**config.mk**
```make
export PLATFORM = sky130hd
export DESIGN_NAME = clamped_fixed_point_pi_step_top
export DESIGN_NICKNAME = d
export VERILOG_FILES = /design/src/sv/cfpi_pkg.sv /design/src/sv/clamped_fixed_point_pi_step_top.sv
export SDC_FILE = /design/constraint.sdc
export NUM_CORES = 2
export LEC_CHECK = 0
export BUFFER_PORTS_ARGS = -buffer_cell sky130_fd_sc_hd__clkbuf_2
export CORE_ASPECT_RATIO = 0.75
export CORE_MARGIN = 2
export CORE_UTILIZATION = 50
export DETAILED_ROUTE_END_ITERATION = 8
export PLACE_DENSITY = 0.69
export SLEW_MARGIN = 20
export SYNTH_ARGS = -nofsm -noshare
export SYNTH_HDL_FRONTEND = slang
export SYNTH_SLANG_ARGS = --single-unit
```
**constraint.sdc**
```tcl
create_clock -name clk -period 9.35 [get_ports clk]
set_clock_uncertainty 0.05 [all_clocks]
set_input_delay 0.4675 -clock clk [delete_from_list [all_inputs] [get_ports clk]]
set_output_delay 0.4675 -clock clk [all_outputs]
set_load 0.02 [all_outputs]
```
**src/sv/cfpi_pkg.sv**
```systemverilog
package cfpi_pkg;

  localparam int IN_W   = 16;
  localparam int GAIN_W = 15;
  localparam int DATA_W = 32;
  localparam int IDX_W  = 3;

  localparam int KP_SHIFT = 8;
  localparam int KI_SHIFT = 8;
  // rounding window for the integral increment, wide enough for -(2^31-1)
  localparam logic signed [DATA_W+1:0] KI_PRECISION = 34'sd128;

  typedef logic signed [IN_W-1:0]   err_t;
  typedef logic        [GAIN_W-1:0] gain_t;
  typedef logic signed [DATA_W-1:0] word_t;
  typedef logic signed [DATA_W:0]   wide_t;
  typedef logic signed [DATA_W+1:0] prec_t;

  typedef enum logic [IDX_W-1:0] {
    REG_KP_GAIN = 3'd0,
    REG_KI_GAIN = 3'd1,
    REG_IN_MIN  = 3'd2,
    REG_IN_MAX  = 3'd3,
    REG_SUM_MIN = 3'd4,
    REG_SUM_MAX = 3'd5,
    REG_OUT_MIN = 3'd6,
    REG_OUT_MAX = 3'd7
  } reg_idx_t;

  localparam err_t  IN_MIN_RST  = 16'sh8000;
  localparam err_t  IN_MAX_RST  = 16'sh7FFF;
  localparam word_t WORD_MIN    = 32'sh8000_0000;
  localparam word_t WORD_MAX    = 32'sh7FFF_FFFF;

  // limits only apply when lo < hi
  function automatic err_t clamp_err(err_t v, err_t lo, err_t hi);
    err_t r;
    r = v;
    if (lo < hi) begin
      if (v < lo) r = lo;
      else if (v > hi) r = hi;
    end
    return r;
  endfunction

  function automatic wide_t clamp_wide(wide_t v, word_t lo, word_t hi);
    wide_t r;
    wide_t lo_w;
    wide_t hi_w;
    lo_w = wide_t'(lo);
    hi_w = wide_t'(hi);
    r    = v;
    if (lo < hi) begin
      if (v < lo_w) r = lo_w;
      else if (v > hi_w) r = hi_w;
    end
    return r;
  endfunction

  function automatic word_t sat_word(wide_t v);
    word_t r;
    if (v[DATA_W] != v[DATA_W-1]) r = v[DATA_W] ? WORD_MIN : WORD_MAX;
    else r = v[DATA_W-1:0];
    return r;
  endfunction

endpackage

```
**src/sv/clamped_fixed_point_pi_step_top.sv**
```systemverilog
// Clamped fixed-point PI controller step with integrator anti-windup.
// Error channel: err_valid / err_stall with err_in (signed 16 bit). One
//   transaction per control step.
// Result channel: out_valid / out_stall with drive_out (clamped controller
//   output) and integral_now (updated clamped integrator), one transaction
//   for each error transaction, in order.
// Config channel: cfg_valid / cfg_ready with cfg_index and cfg_data. Index
//   0..7 = kp_gain, ki_gain, in_min, in_max, sum_min, sum_max, out_min,
//   out_max. cfg_ready is always high; write only while the block is idle.
// Path: the edge that takes an error transaction loads the input register, and the
//   result then moves through the product, integrator and output registers in order.
// Throughput: one transaction per cycle while out_stall is low. The integrator
//   feedback is combinational (increment add, clamp, saturate), so back-to-back
//   samples each see the integrator left by the previous one.
// Stall: when out_stall holds a full output register, the stages behind it
//   fill up and err_stall rises once all four are occupied; nothing is lost.
// Reset: synchronous, active high. Pipeline empties, integrator goes to zero,
//   gains go to zero and all limits open to their full range.
module clamped_fixed_point_pi_step_top (
  input  logic                                      clk,
  input  logic                                      rst,
  input  logic                                      err_valid,
  output logic                                      err_stall,
  input  logic signed [cfpi_pkg::IN_W-1:0]          err_in,
  output logic                                      out_valid,
  input  logic                                      out_stall,
  output logic signed [cfpi_pkg::DATA_W-1:0]        drive_out,
  output logic signed [cfpi_pkg::DATA_W-1:0]        integral_now,
  input  logic                                      cfg_valid,
  output logic                                      cfg_ready,
  input  logic        [cfpi_pkg::IDX_W-1:0]         cfg_index,
  input  logic        [cfpi_pkg::DATA_W-1:0]        cfg_data
);

  // configuration registers
  cfpi_pkg::gain_t kp_gain;
  cfpi_pkg::gain_t ki_gain;
  cfpi_pkg::err_t  in_min;
  cfpi_pkg::err_t  in_max;
  cfpi_pkg::word_t sum_min;
  cfpi_pkg::word_t sum_max;
  cfpi_pkg::word_t out_min;
  cfpi_pkg::word_t out_max;

  // integrator state
  cfpi_pkg::word_t integral_acc;

  // stage valids
  logic err_vld;   // input register
  logic prod_vld;  // product register
  logic sum_vld;   // integrator register

  // stage payloads
  cfpi_pkg::err_t  err_q;
  cfpi_pkg::word_t kp_prod;
  cfpi_pkg::word_t ki_prod;
  cfpi_pkg::word_t pterm;
  cfpi_pkg::word_t pterm_q;
  cfpi_pkg::word_t sum_q;

  // combinational
  cfpi_pkg::err_t  err_clamped;
  cfpi_pkg::word_t inc_raw;
  cfpi_pkg::word_t inc;
  cfpi_pkg::prec_t ki_prod_ext;
  cfpi_pkg::word_t sum_next;
  cfpi_pkg::word_t drive_next;

  // a stage is free when empty or when it moves on this edge
  logic out_free;
  logic sum_free;
  logic prod_free;
  logic err_free;
  logic err_take;
  logic prod_take;
  logic sum_take;
  logic out_take;

  assign cfg_ready = 1'b1;

  assign out_free  = !out_valid || !out_stall;
  assign sum_free  = !sum_vld   || out_free;
  assign prod_free = !prod_vld  || sum_free;
  assign err_free  = !err_vld   || prod_free;
  assign err_stall = !err_free;

  assign err_take  = err_valid && err_free;
  assign prod_take = err_vld   && prod_free;
  assign sum_take  = prod_vld  && sum_free;
  assign out_take  = sum_vld   && out_free;

  // ---- configuration writes ----
  always_ff @(posedge clk) begin
    if (rst) begin
      kp_gain <= '0;
      ki_gain <= '0;
      in_min  <= cfpi_pkg::IN_MIN_RST;
      in_max  <= cfpi_pkg::IN_MAX_RST;
      sum_min <= cfpi_pkg::WORD_MIN;
      sum_max <= cfpi_pkg::WORD_MAX;
      out_min <= cfpi_pkg::WORD_MIN;
      out_max <= cfpi_pkg::WORD_MAX;
    end else if (cfg_valid && cfg_ready) begin
      unique case (cfpi_pkg::reg_idx_t'(cfg_index))
        cfpi_pkg::REG_KP_GAIN: kp_gain <= cfg_data[cfpi_pkg::GAIN_W-1:0];
        cfpi_pkg::REG_KI_GAIN: ki_gain <= cfg_data[cfpi_pkg::GAIN_W-1:0];
        cfpi_pkg::REG_IN_MIN:  in_min  <= cfg_data[cfpi_pkg::IN_W-1:0];
        cfpi_pkg::REG_IN_MAX:  in_max  <= cfg_data[cfpi_pkg::IN_W-1:0];
        cfpi_pkg::REG_SUM_MIN: sum_min <= cfg_data;
        cfpi_pkg::REG_SUM_MAX: sum_max <= cfg_data;
        cfpi_pkg::REG_OUT_MIN: out_min <= cfg_data;
        cfpi_pkg::REG_OUT_MAX: out_max <= cfg_data;
        default: ;
      endcase
    end
  end

  // ---- stage 1 -> 2: input clamp and both gain products ----
  // 16b signed x 15b unsigned fits 31 bits, so the 32b product never wraps
  assign err_clamped = cfpi_pkg::clamp_err(err_q, in_min, in_max);

  // ---- stage 2 -> 3: increment rounding and integrator update ----
  always_comb begin
    pterm       = kp_prod >>> cfpi_pkg::KP_SHIFT;
    inc_raw     = ki_prod >>> cfpi_pkg::KI_SHIFT;
    ki_prod_ext = cfpi_pkg::prec_t'(ki_prod);
    inc         = inc_raw;
    // small positive product rounds a zero step up, small negative one
    // drops a minus-one step to zero
    if (inc_raw == '0) begin
      if (ki_prod_ext > cfpi_pkg::KI_PRECISION) inc = cfpi_pkg::word_t'(1);
    end else if (&inc_raw) begin
      if (ki_prod_ext >= -cfpi_pkg::KI_PRECISION) inc = '0;
    end
    sum_next = cfpi_pkg::sat_word(cfpi_pkg::clamp_wide(
                 cfpi_pkg::wide_t'(integral_acc) + cfpi_pkg::wide_t'(inc),
                 sum_min, sum_max));
  end

  // ---- stage 3 -> out: output sum and clamp ----
  assign drive_next = cfpi_pkg::sat_word(cfpi_pkg::clamp_wide(
                        cfpi_pkg::wide_t'(pterm_q) + cfpi_pkg::wide_t'(sum_q),
                        out_min, out_max));

  // ---- control ----
  always_ff @(posedge clk) begin
    if (rst) begin
      err_vld      <= 1'b0;
      prod_vld     <= 1'b0;
      sum_vld      <= 1'b0;
      out_valid    <= 1'b0;
      integral_acc <= '0;
    end else begin
      if (err_free)  err_vld   <= err_valid;
      if (prod_free) prod_vld  <= err_vld;
      if (sum_free)  sum_vld   <= prod_vld;
      if (out_free)  out_valid <= sum_vld;
      if (sum_take)  integral_acc <= sum_next;
    end
  end

  // ---- payload ----
  always_ff @(posedge clk) begin
    if (err_take) err_q <= err_in;
    if (prod_take) begin
      kp_prod <= cfpi_pkg::word_t'(err_clamped) *
                 cfpi_pkg::word_t'($signed({1'b0, kp_gain}));
      ki_prod <= cfpi_pkg::word_t'(err_clamped) *
                 cfpi_pkg::word_t'($signed({1'b0, ki_gain}));
    end
    if (sum_take) begin
      pterm_q <= pterm;
      sum_q   <= sum_next;
    end
    if (out_take) begin
      drive_out    <= drive_next;
      integral_now <= sum_q;
    end
  end

endmodule

```
==> flow_summary.html <==
<table>
<tr><th>Metric</th><th>Value</th></tr>
<tr><th colspan="2">Power and ir drop</th></tr>
<tr><td>Pwr dens</td><td>156 mW/mm2</td></tr>
<tr><td>Sequential fraction of design power</td><td>30.2%</td></tr>
<tr><td>Internal power summed over all cells</td><td>4.35 mW</td></tr>
<tr><td>Static leakage</td><td>22.9 nW</td></tr>
<tr><td>VDD IR-drop max</td><td>0.173 mV</td></tr>
<tr><td>Switching share of total power</td><td>41.1%</td></tr>
<tr><td>Switch Pwr</td><td>3.04 mW</td></tr>
<tr><td>Portion of total power attributed to combinational logic</td><td>43.7%</td></tr>
<tr><td>Part of the total power dissipated in the clock network</td><td>26.1%</td></tr>
<tr><th colspan="2">Final layout</th></tr>
<tr><td>Post-route core utilization</td><td>55.0%</td></tr>
<tr><td>Layout overhead on the synthesized area</td><td>8.64%</td></tr>
<tr><td>Final standard cell count with taps included and fillers excluded</td><td>6,030</td></tr>
<tr><td>Proportion of layout cells with a drive suffix above 1</td><td>7.06%</td></tr>
<tr><td>Total Nets Final</td><td>5,861</td></tr>
<tr><td>Count of filler cells inserted in the layout</td><td>7,665</td></tr>
<tr><td>Highest-count cells in the layout ignoring fill and taps</td><td>sky130_fd_sc_hd__inv_1, sky130_fd_sc_hd__nand2_1, sky130_fd_sc_hd__fa_1</td></tr>
<tr><td>Leading cell type in the layout, fill and taps excluded</td><td>sky130_fd_sc_hd__inv_1</td></tr>
<tr><th colspan="2">Critical path</th></tr>
<tr><td>Worst Path Buf+Inv</td><td>6</td></tr>
<tr><td>Required arrival time at the worst endpoint</td><td>9.65 ns</td></tr>
<tr><td>CP Data Arrival Time</td><td>9.26 ns</td></tr>
<tr><td>Worst-path maximum fanout</td><td>27</td></tr>
<tr><td>Slowest cell on the critical path</td><td>sky130_fd_sc_hd__fa_1</td></tr>
<tr><td>Kind of cell with the highest combined delay on the critical path</td><td>adder cells</td></tr>
<tr><td>Most common cell type on the critical path</td><td>sky130_fd_sc_hd__fa_1</td></tr>
<tr><td>Endpoint class of the critical path</td><td>flop</td></tr>
<tr><td>Type of the worst setup path</td><td>reg2reg</td></tr>
<tr><td>Largest incremental delay on the critical path</td><td>0.65 ns</td></tr>
<tr><td>CP startpoint kind</td><td>flop</td></tr>
<tr><th colspan="2">STA</th></tr>
<tr><td>Endpoints failing hold</td><td>0</td></tr>
<tr><td>Final hold slack</td><td>0.0476 ns</td></tr>
<tr><td>Number of endpoints failing setup at the final stage</td><td>0</td></tr>
<tr><td>Final critical-path share of the clock period</td><td>95.8%</td></tr>
<tr><td>Achievable frequency</td><td>112 MHz</td></tr>
<tr><td>Remaining max-slew budget at the tightest pin</td><td>27.4%</td></tr>
<tr><td>Final critical path time including I/O delays and setup</td><td>8.95 ns</td></tr>
<tr><td>Transition time of the tightest slew-check pin</td><td>1.08 ns</td></tr>
<tr><td>Setup slack of the critical path after layout</td><td>0.396 ns</td></tr>
<tr><td>Slew Limit Fails</td><td>0</td></tr>
<tr><td>Final total negative setup slack</td><td>0 ns</td></tr>
<tr><td>Setup repair after global routing missed its margin</td><td>yes</td></tr>
<tr><th colspan="2">Clocking</th></tr>
<tr><td>Clock latency at the later pin of the worst-skew pair</td><td>0.63 ns</td></tr>
<tr><td>TritonCTS clock tree</td><td>yes</td></tr>
<tr><td>Clock transition at the registers of the reported paths</td><td>0.07 ns</td></tr>
<tr><td>Bufs on Longest Clock Path</td><td>3</td></tr>
<tr><td>Clock H-tree levels</td><td>2</td></tr>
<tr><td>Cell at the root of the clock tree</td><td>sky130_fd_sc_hd__clkbuf_16</td></tr>
<tr><td>TritonCTS sink count</td><td>418</td></tr>
<tr><td>Clock buffer count from CTS</td><td>45</td></tr>
<tr><th colspan="2">Die</th></tr>
<tr><td>Number of top-level design ports</td><td>123</td></tr>
<tr><td>Die Footprint</td><td>0.0898 mm2</td></tr>
<tr><td>Die W</td><td>345 um</td></tr>
<tr><td>Std cell rows</td><td>93</td></tr>
<tr><td>Initial Utilization</td><td>50.7%</td></tr>
<tr><td>Die Span Y</td><td>260 um</td></tr>
<tr><td>Core box area</td><td>0.0862 mm2</td></tr>
<tr><th colspan="2">Place</th></tr>
<tr><td>Worst slack at placement</td><td>0.163 ns</td></tr>
<tr><td>Total instance count after detailed placement</td><td>5,932</td></tr>
<tr><td>Weighted congestion at the end of routability-driven global placement</td><td>0.957</td></tr>
<tr><td>Placed wire-length estimate after detailed placement</td><td>99.0 mm</td></tr>
<tr><td>Input/output buffers</td><td>121</td></tr>
<tr><th colspan="2">GRT</th></tr>
<tr><td>Largest net degree at the start of global routing</td><td>80</td></tr>
<tr><td>Initial antenna violation count</td><td>7</td></tr>
<tr><td>Vias in the first global route</td><td>34,688</td></tr>
<tr><td>Wire length of the first global-routing pass</td><td>200 mm</td></tr>
<tr><td>Global-route usage over all layers</td><td>28.4%</td></tr>
<tr><td>Remaining Overflow, GRT</td><td>0</td></tr>
<tr><th colspan="2">Synthesis</th></tr>
<tr><td>Number of cells produced by synthesis</td><td>4,808</td></tr>
<tr><td>Synth Net Count</td><td>5,820</td></tr>
<tr><td>Share of synthesized flip-flops with an asynchronous set or reset</td><td>0%</td></tr>
<tr><td>Synth Warn #</td><td>0</td></tr>
<tr><td>Distinct cells, synth</td><td>92</td></tr>
<tr><td>Post-synth EDFFs</td><td>192</td></tr>
<tr><td>Share of synthesized area occupied by flip-flops and latches</td><td>23.6%</td></tr>
<tr><td>Total of flip-flops plus latches after synthesis</td><td>418</td></tr>
<tr><td>Total standard cell area after synthesis</td><td>0.0437 mm2</td></tr>
<tr><td>Predominant post-synthesis flop cell</td><td>sky130_fd_sc_hd__dfxtp_1</td></tr>
<tr><td>Mean instance size in the synthesized netlist</td><td>9.08 um2</td></tr>
<tr><th colspan="2">Min path</th></tr>
<tr><td>Hold Path Class</td><td>in2reg</td></tr>
<tr><th colspan="2">Drt</th></tr>
<tr><td>Number of iterations in the first detailed-routing pass</td><td>6</td></tr>
<tr><td>Ratio of routed vias to standard cells</td><td>5.71</td></tr>
<tr><td>Total via count after detailed routing</td><td>34,451</td></tr>
<tr><td>Antenna violation net count after detailed routing</td><td>0</td></tr>
<tr><td>Count of routing violations after the opening detailed-route iteration</td><td>2,849</td></tr>
<tr><td>DRC Markers</td><td>0</td></tr>
<tr><td>Routed wire per std cell</td><td>20.8 um</td></tr>
<tr><td>Total wire length</td><td>126 mm</td></tr>
<tr><th colspan="2">Status</th></tr>
<tr><td>Result of the run</td><td>finished clean</td></tr>
<tr><th colspan="2">Flow run</th></tr>
<tr><td>Max-cap violation count</td><td>0</td></tr>
</table>
-- kinds of logic after synthesis --
kind of cell	synth area share, %
and+or+nand+nor	14.1
xor gates and xnor gates	2.35
muxes	0.258
DFF	23.6
other	0.00859
adders and majority gates	36.1
buffers and inverters	8.67
AOI/OAI and AO/OA	15.0
-- state kept, by name (all words and copies together), names as in the netlist --
| register | cells |
|---|---|
| out_min | 32 |
| sum_max | 32 |
| kp_gain | 15 |
| kp_prod | 24 |
| sum_min | 32 |
| out_max | 32 |
| in_min | 16 |
| drive_out | 32 |
| ki_gain | 15 |
| pterm_q | 24 |
| in_max | 16 |
| out_valid | 1 |
| err_q | 16 |
| prod_vld | 1 |
| integral_now | 32 |
| integral_acc | 32 |
| err_vld | 1 |
| ki_prod | 32 |
| sum_vld | 1 |
| sum_q | 32 |
-- metrics by stage --
step	total power [mW]	area, um2
after global placement	5.36	45700
after detailed placement	5.40	45700
after CTS	7.34	47400
after floorplan	4.31	43700
after global routing	7.79	47400
final	7.39	47500
-- routing by layer --
| layer | up-vias | track usage, % | part of all wire (%) |
|---|---|---|---|
| li1 | 15999 | - | - |
| met1 | 16891 | 38.9 | 43 |
| met2 | 1347 | 44.5 | 44 |
| met3 | 206 | 7.56 | 10 |
| met4 | 8 | 7.89 | 2.7 |
| met5 | - | 0 | 0.041 |
-- synth_stat cells, types with 8 or more instances --
cell	n	area, um2
sky130_fd_sc_hd__a21o_1	128	961
sky130_fd_sc_hd__o21bai_1	23	173
sky130_fd_sc_hd__xor2_1	34	298
sky130_fd_sc_hd__inv_1	778	2920
sky130_fd_sc_hd__nand2_1	629	2360
sky130_fd_sc_hd__xnor2_1	83	727
sky130_fd_sc_hd__clkbuf_2	15	75.1
sky130_fd_sc_hd__o21a_1	51	383
sky130_fd_sc_hd__fa_1	493	9870
sky130_fd_sc_hd__a22oi_1	18	135
sky130_fd_sc_hd__o21ai_0	126	631
sky130_fd_sc_hd__a31oi_1	9	56.3
sky130_fd_sc_hd__nand4_1	47	294
sky130_fd_sc_hd__a22o_1	22	193
sky130_fd_sc_hd__a2111oi_0	9	78.8
sky130_fd_sc_hd__nor2b_1	32	200
sky130_fd_sc_hd__a211oi_1	34	255
sky130_fd_sc_hd__nand3_1	43	215
sky130_fd_sc_hd__nor3_1	27	135
sky130_fd_sc_hd__nand2b_1	31	194
sky130_fd_sc_hd__a21oi_1	324	1620
sky130_fd_sc_hd__o22ai_1	49	307
sky130_fd_sc_hd__nor4_1	15	93.8
sky130_fd_sc_hd__o2bb2ai_1	19	166
sky130_fd_sc_hd__and2_1	277	1730
sky130_fd_sc_hd__clkbuf_1	185	694
sky130_fd_sc_hd__and3_1	23	144
sky130_fd_sc_hd__edfxtp_1	192	5770
sky130_fd_sc_hd__or3_1	8	50.1
sky130_fd_sc_hd__maj3_1	10	100
sky130_fd_sc_hd__a21boi_0	9	67.6
sky130_fd_sc_hd__ha_1	463	5790
sky130_fd_sc_hd__buf_2	10	50.1
sky130_fd_sc_hd__o211ai_1	89	668
sky130_fd_sc_hd__o21ai_1	8	40.0
sky130_fd_sc_hd__dfxtp_1	226	4520
sky130_fd_sc_hd__nor2_1	139	522
-- final cells by class --
cell class                      instances  area (um2)  share of cell area (%)
Clock buffer                           56        1250                    2.64
Antenna cell                            4        10.0                  0.0211
Inverter                              779        2920                    6.16
Clock inverter                         28         294                   0.620
Tap cell                             1140        1430                    3.01
Multi-Input combinational cell       3393       29800                    62.8
Timing Repair Buffer                  212        1440                    3.03
Sequential cell                       418       10300                    21.7
-- worst reg2reg max path: cells and delay by family, from the launching register on --
family | cells | cell delay (ns)
compound gates | 11 | 2.50
fa+ha+maj | 8 | 3.88
buf+inv | 6 | 0.93
mux | 1 | 0.31
flops | 1 | 0.43
xor+xnor | 1 | 0.13
simple gates | 4 | 0.46
-- worst paths after layout --
kind | startpoint | endpoint | slack, ns | depth (start not counted)
min reg2reg | kp_prod[19] | pterm_q[11] | 0.37 | 0
min | err_in[12] | err_q[12] | 0.05 | 1
max | err_q[1] | kp_prod[30] | 0.40 | 31
max reg2reg | err_q[1] | kp_prod[30] | 0.40 | 31
-- timing repair --
action / 4_1_cts / 5_1_grt
gates resized for setup: 0 / 12
hold endpoints to repair: 8 / 0
hold buffers: 8 / 0
endpoints found under the setup margin: 0 / 13
setup buffers: 0 / 2
-- power by group through the flow --
stage | logic (mW) | clock network [mW] | registers, mW
after floorplan | 2.08 | 0 | 2.22
after detailed placement | 3.13 | 0 | 2.27
after CTS | 3.17 | 1.94 | 2.23
final | 3.23 | 1.92 | 2.23
after global routing | 3.54 | 2.01 | 2.24
after global placement | 3.10 | 0 | 2.26
No activity file was read; power rests on OpenSTA's default activity.
